File: config.mk
export PLATFORM = sky130hd
export DESIGN_NAME = led_effect_animator
export DESIGN_NICKNAME = d
export VERILOG_FILES = /design/src/hdl/lea_pkg.sv /design/src/hdl/led_effect_animator.sv
export VERILOG_INCLUDE_DIRS = /design/src /design/src/hdl
export SDC_FILE = /design/constraint.sdc
export NUM_CORES = 1
export LEC_CHECK = 0
export BUFFER_PORTS_ARGS = -buffer_cell sky130_fd_sc_hd__buf_2
export CELL_PAD_IN_SITES_DETAIL_PLACEMENT = 1
export CELL_PAD_IN_SITES_GLOBAL_PLACEMENT = 1
export CORE_ASPECT_RATIO = 1.75
export CORE_MARGIN = 5
export CORE_UTILIZATION = 47
export CTS_CLUSTER_DIAMETER = 60
export DETAILED_ROUTE_END_ITERATION = 8
export GPL_ROUTABILITY_DRIVEN = 0
export PLACE_DENSITY_LB_ADDON = 0.12
export SYNTH_ARGS = -nofsm -noshare
export SYNTH_HDL_FRONTEND = slang
export SYNTH_SLANG_ARGS = --single-unit
File: constraint.sdc
create_clock -name clk -period 21.6 [get_ports clk]
set_input_delay 6.48 -clock clk [delete_from_list [all_inputs] [get_ports clk]]
set_output_delay 6.48 -clock clk [all_outputs]
set_load 0.02 [all_outputs]
File: src/hdl/led_effect_animator_defines.svh
// Assertion macros shared by the LED effect animator RTL.
// Needs clk and rst_n in the scope where a macro is used.
`ifndef LED_EFFECT_ANIMATOR_DEFINES_SVH
`define LED_EFFECT_ANIMATOR_DEFINES_SVH

// Same-cycle implication, checked out of reset.
`define LEA_ASSERT_NOW(label, ante, cons, msg) \
    label: assert property (@(posedge clk) disable iff (!rst_n) (ante) |-> (cons)) \
        else $error(msg);

// Next-cycle implication, checked out of reset.
`define LEA_ASSERT_NEXT(label, ante, cons, msg) \
    label: assert property (@(posedge clk) disable iff (!rst_n) (ante) |=> (cons)) \
        else $error(msg);

`endif

File: src/hdl/lea_pkg.sv
// Package for the LED effect animator: payload structs, codes, pattern tables
// and the small constant-divisor scaler. No dependencies.
`timescale 1ns / 1ps

package lea_pkg;

    localparam logic       REQ_START = 1'b0;
    localparam logic       REQ_TICK  = 1'b1;

    localparam logic [1:0] EFFECT_RIPPLE = 2'd0;
    localparam logic [1:0] EFFECT_FLOW   = 2'd1;
    localparam logic [1:0] EFFECT_PULSE  = 2'd2;
    localparam logic [1:0] EFFECT_NONE   = 2'd3;

    localparam logic [2:0] NPIX     = 3'd5;
    localparam logic [2:0] LAST_PIX = 3'd4;
    localparam logic [2:0] MID_PIX  = 3'd2;

    // Flow and pulse levels are in twelfths.
    localparam logic [3:0] DEN_TWELFTHS = 4'd12;

    typedef struct packed {
        logic        req_type;
        logic [31:0] now_ms;
        logic        enable;
        logic [1:0]  effect;
        logic        to_right;
        logic [7:0]  red;
        logic [7:0]  green;
        logic [7:0]  blue;
        logic [15:0] span_ms;
        logic [15:0] interval_ms;
    } req_t;

    typedef struct packed {
        logic [2:0] pixel_index;
        logic [7:0] out_red;
        logic [7:0] out_green;
        logic [7:0] out_blue;
        logic       last;
    } pix_t;

    // Reduce a value below ten modulo five.
    function automatic logic [2:0] mod5_small(input logic [3:0] s);
        logic [3:0] r;
        r = (s >= 4'd5) ? (s - 4'd5) : s;
        return r[2:0];
    endfunction

    // Ripple denominators per phase and pixel, numerator one; zero is black.
    function automatic logic [3:0] ripple_den(input logic [1:0] ph, input logic [2:0] pix);
        logic [3:0] d;
        d = 4'd0;
        case (ph)
            2'd0:
            begin
                case (pix)
                    3'd1, 3'd3: d = 4'd5;
                    3'd2:       d = 4'd1;
                    default:    d = 4'd0;
                endcase
            end
            2'd1:
            begin
                case (pix)
                    3'd0, 3'd4: d = 4'd4;
                    3'd1, 3'd3: d = 4'd1;
                    3'd2:       d = 4'd2;
                    default:    d = 4'd0;
                endcase
            end
            2'd2:
            begin
                case (pix)
                    3'd0, 3'd4: d = 4'd1;
                    3'd1, 3'd3: d = 4'd4;
                    default:    d = 4'd0;
                endcase
            end
            default:
            begin
                case (pix)
                    3'd0, 3'd4: d = 4'd4;
                    3'd1, 3'd3: d = 4'd6;
                    3'd2:       d = 4'd8;
                    default:    d = 4'd0;
                endcase
            end
        endcase
        return d;
    endfunction

    function automatic logic [3:0] flow_num(input logic [2:0] gap);
        logic [3:0] n;
        case (gap)
            3'd0:    n = 4'd12;
            3'd1:    n = 4'd7;
            3'd2:    n = 4'd4;
            3'd3:    n = 4'd2;
            3'd4:    n = 4'd1;
            default: n = 4'd0;
        endcase
        return n;
    endfunction

    function automatic logic [3:0] pulse_num(input logic [2:0] idx);
        logic [3:0] n;
        case (idx)
            3'd0:    n = 4'd5;
            3'd1:    n = 4'd12;
            3'd2:    n = 4'd7;
            3'd3:    n = 4'd3;
            3'd4:    n = 4'd1;
            default: n = 4'd0;
        endcase
        return n;
    endfunction

    // Side pixels of the pulse: floor(2n/3) of the centre level.
    function automatic logic [3:0] pulse_side(input logic [2:0] idx);
        logic [3:0] n;
        case (idx)
            3'd0:    n = 4'd3;
            3'd1:    n = 4'd8;
            3'd2:    n = 4'd4;
            3'd3:    n = 4'd2;
            default: n = 4'd0;
        endcase
        return n;
    endfunction

    // floor(prod / den) for the denominators in use; zero gives black.
    // Divide by 5 and by 3 through a reciprocal, exact for these ranges.
    function automatic logic [7:0] scale_div(input logic [11:0] prod, input logic [3:0] den);
        logic [11:0] opnd;
        logic [12:0] recip;
        logic [24:0] mul;
        logic [7:0]  res;
        case (den)
            4'd5:    opnd = prod;
            4'd6:    opnd = {1'b0, prod[11:1]};
            default: opnd = {2'b00, prod[11:2]};
        endcase
        recip = (den == 4'd5) ? 13'd3277 : 13'd5462;
        mul   = {13'd0, opnd} * {12'd0, recip};
        case (den)
            4'd1:          res = prod[7:0];
            4'd2:          res = prod[8:1];
            4'd4:          res = prod[9:2];
            4'd8:          res = prod[10:3];
            4'd5, 4'd6,
            4'd12:         res = mul[21:14];
            default:       res = 8'd0;
        endcase
        return res;
    endfunction

endpackage

File: src/hdl/led_effect_animator.sv
// A start transaction only loads the effect state. A tick that blanks goes to the
// pixel loop; a tick that renders first runs the bit-serial frame division and a
// frame check. The pixel loop holds while the pixel output is stalled.
// One request at a time: the next is accepted when the current frame has left
// the sequencer; the last pixel may still wait in the output register.
// Reset: asynchronous, idle, effect none, not running, last frame marked unseen.
`timescale 1ns / 1ps
`include "led_effect_animator_defines.svh"

module led_effect_animator (
    input  logic            clk,
    input  logic            rst_n,
    input  logic            req_valid,
    output logic            req_stall,
    input  lea_pkg::req_t   req_data,
    output logic            pix_valid,
    input  logic            pix_stall,
    output lea_pkg::pix_t   pix_data
);

    localparam logic [2:0] S_IDLE = 3'd0;
    localparam logic [2:0] S_DIV  = 3'd1;
    localparam logic [2:0] S_CHK  = 3'd2;
    localparam logic [2:0] S_MUL  = 3'd3;
    localparam logic [2:0] S_OUT  = 3'd4;

    // control and effect state
    logic [2:0]  state_reg,      state_next;
    logic        running_reg,    running_next;
    logic        blank_done_reg, blank_done_next;
    logic [31:0] start_time_reg, start_time_next;
    logic [15:0] last_frame_reg, last_frame_next;
    logic        lf_valid_reg,   lf_valid_next;
    logic [1:0]  kind_reg,       kind_next;
    logic        flow_right_reg, flow_right_next;
    logic [7:0]  red_reg,        red_next;
    logic [7:0]  green_reg,      green_next;
    logic [7:0]  blue_reg,       blue_next;
    logic [15:0] total_reg,      total_next;
    logic [15:0] period_reg,     period_next;
    logic        black_reg,      black_next;
    logic [3:0]  div_cnt_reg,    div_cnt_next;
    logic [2:0]  pix_cnt_reg,    pix_cnt_next;
    logic [2:0]  m5_reg,         m5_next;
    logic        pix_valid_reg,  pix_valid_next;

    // datapath
    logic [15:0] quo_reg,   quo_next;
    logic [15:0] rem_reg,   rem_next;
    logic [11:0] prod_r_reg, prod_r_next;
    logic [11:0] prod_g_reg, prod_g_next;
    logic [11:0] prod_b_reg, prod_b_next;
    logic [3:0]  den_reg,   den_next;
    lea_pkg::pix_t pix_data_reg, pix_data_next;

    logic        accept;
    logic        load_out;
    logic [31:0] elapsed;
    logic        ended;
    logic [16:0] trial;
    logic [16:0] diff;
    logic        qbit;
    logic [3:0]  num;
    logic [3:0]  den;
    logic [3:0]  dist_sum;
    logic [2:0]  tail_pos;

    // terms for the checks at the end
    logic        cfg_ok;
    logic        live_tick;
    logic        frame_end;
    logic        frame_closed;

    assign accept    = req_valid && !req_stall;
    assign req_stall = (state_reg != S_IDLE);
    assign load_out  = (state_reg == S_OUT) && (!pix_valid_reg || !pix_stall);
    assign pix_valid = pix_valid_reg;
    assign pix_data  = pix_data_reg;

    assign elapsed = req_data.now_ms - start_time_reg;
    assign ended   = (elapsed[31:16] != 16'd0) || (elapsed[15:0] >= total_reg);

    // one restoring division step: bring down the next dividend bit
    assign trial = {rem_reg, quo_reg[15]};
    assign diff  = trial - {1'b0, period_reg};
    assign qbit  = !diff[16];

    // pixel level for the current pixel
    always_comb
    begin
        num      = 4'd0;
        den      = 4'd0;
        dist_sum = 4'd0;
        if (flow_right_reg)
        begin
            dist_sum = {1'b0, m5_reg} + 4'd5 - {1'b0, pix_cnt_reg};
        end
        else
        begin
            dist_sum = {1'b0, pix_cnt_reg} + {1'b0, m5_reg} + 4'd1;
        end
        tail_pos = lea_pkg::mod5_small(dist_sum);
        if (!black_reg)
        begin
            case (kind_reg)
                lea_pkg::EFFECT_RIPPLE:
                begin
                    num = 4'd1;
                    den = lea_pkg::ripple_den(last_frame_reg[1:0], pix_cnt_reg);
                end
                lea_pkg::EFFECT_FLOW:
                begin
                    num = lea_pkg::flow_num(tail_pos);
                    den = lea_pkg::DEN_TWELFTHS;
                end
                lea_pkg::EFFECT_PULSE:
                begin
                    num = (pix_cnt_reg == lea_pkg::MID_PIX) ? lea_pkg::pulse_num(m5_reg)
                                                            : lea_pkg::pulse_side(m5_reg);
                    den = lea_pkg::DEN_TWELFTHS;
                end
                default:
                begin
                    num = 4'd0;
                    den = 4'd0;
                end
            endcase
        end
    end

    always_comb
    begin
        state_next      = state_reg;
        running_next    = running_reg;
        blank_done_next = blank_done_reg;
        start_time_next = start_time_reg;
        last_frame_next = last_frame_reg;
        lf_valid_next   = lf_valid_reg;
        kind_next       = kind_reg;
        flow_right_next = flow_right_reg;
        red_next        = red_reg;
        green_next      = green_reg;
        blue_next       = blue_reg;
        total_next      = total_reg;
        period_next     = period_reg;
        black_next      = black_reg;
        div_cnt_next    = div_cnt_reg;
        pix_cnt_next    = pix_cnt_reg;
        m5_next         = m5_reg;
        quo_next        = quo_reg;
        rem_next        = rem_reg;
        prod_r_next     = prod_r_reg;
        prod_g_next     = prod_g_reg;
        prod_b_next     = prod_b_reg;
        den_next        = den_reg;
        pix_data_next   = pix_data_reg;
        pix_valid_next  = pix_valid_reg;

        if (load_out)
        begin
            pix_valid_next = 1'b1;
        end
        else if (!pix_stall)
        begin
            pix_valid_next = 1'b0;
        end

        case (state_reg)
            S_IDLE:
            begin
                if (accept)
                begin
                    if (req_data.req_type == lea_pkg::REQ_START)
                    begin
                        kind_next       = req_data.effect;
                        flow_right_next = req_data.to_right;
                        red_next        = req_data.red;
                        green_next      = req_data.green;
                        blue_next       = req_data.blue;
                        total_next      = req_data.span_ms;
                        period_next     = req_data.interval_ms;
                        start_time_next = req_data.now_ms;
                        lf_valid_next   = 1'b0;
                        blank_done_next = 1'b0;
                        running_next    = req_data.enable && (req_data.interval_ms != 16'd0)
                                          && (req_data.span_ms != 16'd0);
                    end
                    else if (!running_reg)
                    begin
                        if (!blank_done_reg)
                        begin
                            blank_done_next = 1'b1;
                            black_next      = 1'b1;
                            pix_cnt_next    = 3'd0;
                            state_next      = S_MUL;
                        end
                    end
                    else if (ended)
                    begin
                        running_next    = 1'b0;
                        blank_done_next = 1'b1;
                        black_next      = 1'b1;
                        pix_cnt_next    = 3'd0;
                        state_next      = S_MUL;
                    end
                    else
                    begin
                        // elapsed fits 16 bits here since it is below the duration
                        quo_next     = elapsed[15:0];
                        rem_next     = 16'd0;
                        m5_next      = 3'd0;
                        div_cnt_next = 4'd15;
                        state_next   = S_DIV;
                    end
                end
            end
            S_DIV:
            begin
                rem_next = qbit ? diff[15:0] : trial[15:0];
                quo_next = {quo_reg[14:0], qbit};
                // track the quotient modulo five as its bits arrive
                m5_next  = lea_pkg::mod5_small({m5_reg, qbit});
                div_cnt_next = div_cnt_reg - 4'd1;
                if (div_cnt_reg == 4'd0)
                begin
                    state_next = S_CHK;
                end
            end
            S_CHK:
            begin
                if (lf_valid_reg && (quo_reg == last_frame_reg))
                begin
                    state_next = S_IDLE;
                end
                else
                begin
                    last_frame_next = quo_reg;
                    lf_valid_next   = 1'b1;
                    black_next      = (kind_reg == lea_pkg::EFFECT_NONE);
                    pix_cnt_next    = 3'd0;
                    state_next      = S_MUL;
                end
            end
            S_MUL:
            begin
                prod_r_next = {4'd0, red_reg}   * {8'd0, num};
                prod_g_next = {4'd0, green_reg} * {8'd0, num};
                prod_b_next = {4'd0, blue_reg}  * {8'd0, num};
                den_next    = den;
                state_next  = S_OUT;
            end
            S_OUT:
            begin
                if (load_out)
                begin
                    pix_data_next.pixel_index = pix_cnt_reg;
                    pix_data_next.out_red     = lea_pkg::scale_div(prod_r_reg, den_reg);
                    pix_data_next.out_green   = lea_pkg::scale_div(prod_g_reg, den_reg);
                    pix_data_next.out_blue    = lea_pkg::scale_div(prod_b_reg, den_reg);
                    pix_data_next.last        = (pix_cnt_reg == lea_pkg::LAST_PIX);
                    if (pix_cnt_reg == lea_pkg::LAST_PIX)
                    begin
                        state_next = S_IDLE;
                    end
                    else
                    begin
                        pix_cnt_next = pix_cnt_reg + 3'd1;
                        state_next   = S_MUL;
                    end
                end
            end
            default:
            begin
                state_next = S_IDLE;
            end
        endcase
    end

    always_ff @(posedge clk or negedge rst_n)
    begin
        if (!rst_n)
        begin
            state_reg      <= S_IDLE;
            running_reg    <= 1'b0;
            blank_done_reg <= 1'b0;
            start_time_reg <= 32'd0;
            last_frame_reg <= 16'hFFFF;
            lf_valid_reg   <= 1'b0;
            kind_reg       <= lea_pkg::EFFECT_NONE;
            flow_right_reg <= 1'b0;
            red_reg        <= 8'd0;
            green_reg      <= 8'd0;
            blue_reg       <= 8'd0;
            total_reg      <= 16'd0;
            period_reg     <= 16'd0;
            black_reg      <= 1'b0;
            div_cnt_reg    <= 4'd0;
            pix_cnt_reg    <= 3'd0;
            m5_reg         <= 3'd0;
            pix_valid_reg  <= 1'b0;
        end
        else
        begin
            state_reg      <= state_next;
            running_reg    <= running_next;
            blank_done_reg <= blank_done_next;
            start_time_reg <= start_time_next;
            last_frame_reg <= last_frame_next;
            lf_valid_reg   <= lf_valid_next;
            kind_reg       <= kind_next;
            flow_right_reg <= flow_right_next;
            red_reg        <= red_next;
            green_reg      <= green_next;
            blue_reg       <= blue_next;
            total_reg      <= total_next;
            period_reg     <= period_next;
            black_reg      <= black_next;
            div_cnt_reg    <= div_cnt_next;
            pix_cnt_reg    <= pix_cnt_next;
            m5_reg         <= m5_next;
            pix_valid_reg  <= pix_valid_next;
        end
    end

    always_ff @(posedge clk)
    begin
        quo_reg      <= quo_next;
        rem_reg      <= rem_next;
        prod_r_reg   <= prod_r_next;
        prod_g_reg   <= prod_g_next;
        prod_b_reg   <= prod_b_next;
        den_reg      <= den_next;
        pix_data_reg <= pix_data_next;
    end

    assign cfg_ok       = (period_reg != 16'd0) && (total_reg != 16'd0);
    assign live_tick    = accept && (req_data.req_type == lea_pkg::REQ_TICK) && running_reg
                          && !ended;
    assign frame_end    = load_out && (pix_cnt_reg == lea_pkg::LAST_PIX);
    assign frame_closed = (state_reg == S_IDLE) && pix_valid && pix_data.last;

    `LEA_ASSERT_NOW(a_run_cfg, running_reg, cfg_ok, "running with zero interval or duration")
    `LEA_ASSERT_NOW(a_run_blank, running_reg, !blank_done_reg, "running and blank done both set")
    `LEA_ASSERT_NEXT(a_tick_div, live_tick, state_reg == S_DIV, "tick did not start division")
    `LEA_ASSERT_NEXT(a_last_pix, frame_end, frame_closed, "frame did not close on last pixel")

endmodule

# ---- Word level (Yosys, flattened, before mapping)
# Index checks and enable logic that the tools add are counted.
dict set report totals {
  reg_bits 225
  in_bits 97
}
dict set report op_classes {
  n_addsub 10
  n_mul 6
  order_cmp 3
  n_eq_ne 42
  n_mux 86
  bitwise 2
  n_reduce_logical 39
}
# op n
set op_table {}
lappend op_table {{$mux 16} 9}
lappend op_table {{$pmux 8 s5} 3}
lappend op_table {{$mux 12} 6}
lappend op_table {{$pmux 12 s2} 3}
lappend op_table {{$mul 12x13->22} 3}
lappend op_table {{$pmux 16 s2} 2}
lappend op_table {{$mux 3} 20}
lappend op_table {{$reduce_bool 16->1} 3}
lappend op_table {{$pmux 4 s5} 2}
lappend op_table {{$mul 8x4->12} 3}
lappend op_table {{$pmux 4 s3} 3}
lappend op_table {{$sub 32x32->32} 1}
lappend op_table {{$mux 4} 7}
lappend op_table {{$eq 3x2->1 const B} 8}
lappend op_table {{$ne 2x2->1 const B} 9}
lappend op_table {{$pmux 3 s2} 3}
lappend op_table {{$pmux 3 s3} 2}
lappend op_table {{$sub 17x16->17} 1}
lappend op_table {{$eq 16x16->1} 1}
lappend op_table {{$ge 16x16->1} 1}
lappend op_table {{$mux 1} 16}
lappend op_table {{$pmux 4 s2} 2}
lappend op_table {{$pmux 4 s4} 1}
lappend op_table {{$pmux 3 s5} 1}
lappend op_table {{other kinds (39)} 78}

# ---- Longest topological paths before layout
dict set report logic_depth {
  ltp_word 10
  ltp_mapped 31
  ltp_nobuf 29
}

# ---- Least setup slack after synthesis
# No wires, ideal clock.
dict set report synth_timing {
  path_type {input-to-reg}
  start {in req_data[61] in the netlist's numbering}
  end {reg quo_reg[0], enable pin}
  setup_time_ns 0.461
  arrival_ns 12.655
  t_required_ns 21.139
  path_slack_ns 8.484
  cell_stages 19
  n_path_buf 0
  path_cell_list {ha_1 nor2b_1 o2111a_2 o31ai_4 a2111oi_4 or3_2 a21oi_1 xnor2_1 ha_1 and4_1 o211ai_1 o22ai_1 nor4_1 and3_1 o2111ai_1 or4b_4 nor4_4 a31oi_1 nor3_1}
}
dict set report synth_between {
  elab_chain_cells 5
  word_cells_on_any_way 6
}
# element line
set synth_rtl {}
lappend synth_rtl {{start: declaration} led_effect_animator.sv:15} ;# input lea_pkg::req_t req_data,
lappend synth_rtl {{$sub 32x32->32 *} led_effect_animator.sv:80} ;# assign elapsed = req_data.now_ms - start_time_reg;
lappend synth_rtl {{$ge 16x16->1 / $reduce_bool 16->1 (equally long branches)} led_effect_animator.sv:81} ;# assign ended = (elapsed[31:16] != 16'd0) || (elapsed[15:0] >= total_reg);
lappend synth_rtl {{$logic_or 1x1->1 *} led_effect_animator.sv:81}
lappend synth_rtl {{$ne 2x2->1 (no line) *} n/a}
lappend synth_rtl {{$reduce_and 5->1 (no line) *} n/a}
lappend synth_rtl {{end signal: assignment} led_effect_animator.sv:327} ;# quo_reg <= quo_next;
lappend synth_rtl {{end: declaration} led_effect_animator.sv:48} ;# logic [15:0] quo_reg, quo_next;
# Mark *: on every way between the ends. The rest lies on a longest branch, timed or not.
# A chain may end at the register's enable or synchronous reset.

# ---- Worst setup path in the final report
dict set report layout_timing {
  start {in req_data[60] in the netlist's numbering}
  end {reg quo_reg[9], enable pin}
}
# Same word-level chain as after synthesis.

==> results.yml <==
global_route:
  grt_pass1_wl_um: 114000
  antenna_found_initial: 5
  grt_pass1_vias: 22000
  grtUsageTotal: 0.246
  overflow: 0
  grt_max_degree: 90
clocking:
  clockBufferDepth: 3
  cts_tree: "yes"
  cts_root_buffer: "clkbuf_16"
  cts.sinks: 225
  cts_buffers: 26
  insertion_delay_ns: 0.56
  ctsHtreeMaxLevel: 1
  hold_buffers: 0
  cts-resized-gates: 0
  clkTransAtPathRegs_ns: 0.06
  cts_setup_buffers: 0
logic_synthesis:
  synthXorXnorAreaFrac: 0.0367
  synth-edff-count: 100
  synthMuxAreaShare: 0.0286
  netlist_instances: 2707
  avgSynthCellArea_um2: 9.25
  synth-async-reset-ratio: 0.556
  synthFlopType: "dfrtp_1"
  synth_largest_area_cell: "fa_1"
  netlist.area_leader.share: 0.197
  yosys.area_share.simple: 0.130
  yosys_warnings: 0
  synth-seq-cells: 225
  syn-cell-area_um2: 25100
  synth_top_family_by_area: "adder cells"
  synth-adder-area-share: 0.341
  ys_types: 79
  yosysSeqAreaShare: 0.246
  yosys-top-cells-area: "fa_1 20%, ha_1 14%, edfxtp_1 12%, dfrtp_1 11%, inv_1 8.2%"
  synth-compound-area-share: 0.122
route:
  drt_iter0_drc: 712
  drc: 0
  wl_um: 70600
  firstDrtPassIters: 8
  antenna_left: 0
  wl_per_cell_um: 20.0
  vias_per_cell: 5.49
  vias: 19400
hold_path:
  holdCritStartpoint: "start_time_reg[0]$_DFFE_PN0P_"
  hp-class: "reg2reg"
worst_setup_path:
  crit-reg2reg-launch: "den_reg[3]$_SDFFCE_PP0P_"
  crit_arrival_ns: 11.94
  cp_max_fo: 32
  worstPathRequired_ns: 21.80
  critPathLaunch: "req_data[60]"
  cp-end-kind: "flop"
  criticalPathCategory: "in2reg"
  cp-start-kind: "primary input"
final_layout:
  nFillCells: 6155
  area_delta_synth_final_pct: 9.74
  drive_above_1_share: 0.104
  nets: 3457
  multi_input_area_um2: 16700
  seq_area_um2: 6150
  largest_reg_flops: 32
outcome:
  status: "finished, final reports clean"
timing:
  fin_worst_skew_ns: 0.0107
  setup_viol: 0
  fin_tns_setup_ns: 0
  worstMarginPinSlew_ns: 1.14
  whs_ns: 0.503
  timing.fmax_ghz: 0.0852
  finalHoldViolCount: 0
  rsz0062_at_grt: "no"
  slew_headroom: 0.239
  period_minus_slack_ns: 11.74
  maxSlewViolCount: 0
  finalCritPeriodShare: 0.543
floorplan:
  die_area_um2: 58200
  io_pins: 127
  die_h_um: 315
  rows: 112
  initial_core_util: 0.472
  core-area_um2: 53100
  die_w_um: 185
job:
  cap_violations: 0
placement:
  port_buffers: 126
  dp.final_hpwl_um: 59800
worst max-delay path, stage by stage:
cell and delay [ns]:
buf_2 0.10, inv_1 0.10, ha_1 0.28, inv_1 0.08, fa_1 0.43, a211oi_2 0.21
o21ai_1 0.18, o211ai_1 0.29, nand2_1 0.08, a21oi_1 0.19, xnor2_1 0.24, ha_1 0.34
and4_1 0.22, o211ai_1 0.16, o22ai_1 0.15, nor4_1 0.30, and3_1 0.20, o2111ai_1 0.12
or4b_4 0.55, nor4_4 0.53, a31oi_1 0.17, nor3_2 0.12, buf_4 0.41
worst paths after layout:
path / end / slack [ns] / cells past startpoint
setup reg to reg: pix_data[16]$_DFFE_PP_ / 13.67 / 27
hold / removal: start_time_reg[0]$_DFFE_PN0P_ / 0.50 / 2
min in group asynchronous: total_reg[6]$_DFFE_PN0P_ / 5.95 / 1
max in group asynchronous: green_reg[1]$_DFFE_PN0P_ / 14.42 / 2
setup / recovery: quo_reg[9]$_DFFE_PP_ / 9.86 / 23
hold reg to reg: start_time_reg[0]$_DFFE_PN0P_ / 0.50 / 2
synth_stat cells, drive strengths merged, types with 27 or more instances:
cell type / number
nor2: 90
xnor2: 60
o211ai: 32
o21a: 29
mux2: 49
a21o: 33
nand2: 304
nand3: 28
nand2b: 27
and2: 35
fa: 247
ha: 287
edfxtp: 100
dfrtp: 107
a21oi: 102
nor3: 34
and3: 85
o21ai: 118
clkbuf: 81
inv: 546
xor2: 45
logic make-up after synthesis:
logic type	count (synthesis)
fa+ha+maj	534
buf+inv	636
other cells	2
xor+xnor	105
mux	65
simple gates	680
flops	225
compound gates	460
metrics by stage:
step	std cells	setup WS, ns	area [µm²]	util
after floorplan	2741	8.48	25200	-
after global placement	3482	9.38	26600	0.500
after detailed placement	3482	9.33	26600	0.500
after CTS	3530	9.89	27500	0.517
after global routing	3530	9.63	27500	0.517
final	3534	9.86	27500	0.518
metal layers:
| layer | vias up | GRT usage | part of all wire |
|---|---|---|---|
| met3 | 142 | 0.0250 | 0.033 |
| met4 | 4 | 0.0871 | 0.040 |
| met2 | 378 | 0.506 | 0.58 |
| met1 | 9762 | 0.248 | 0.34 |
| met5 | - | 0 | 0.00037 |
| li1 | 9121 | - | - |
placed cells by master (no fill, tap or decap), types with 47 or more instances in the layout:
| cell type | n |
|---|---|
| ha_1 | 287 |
| buf_2 | 125 |
| mux2_2 | 47 |
| edfxtp_1 | 100 |
| fa_1 | 247 |
| and3_1 | 85 |
| xnor2_1 | 60 |
| inv_1 | 546 |
| a21oi_1 | 98 |
| nor2_1 | 87 |
| nand2_1 | 304 |
| o21ai_0 | 116 |
| dfrtp_1 | 107 |
final cells by class:
cell class	count	share of cell area
Clock buffer	31	0.0258
Multi-Input combinational cell	1880	0.607
Tap cell	684	0.0311
Antenna cell	4	0.000364
Timing Repair Buffer	147	0.0289
Sequential cell	225	0.224
Inverter	546	0.0745
Clock inverter	17	0.00796
Power is not shown: default switching activity piles up to over one toggle a cycle in this logic, so the estimate is an artifact.
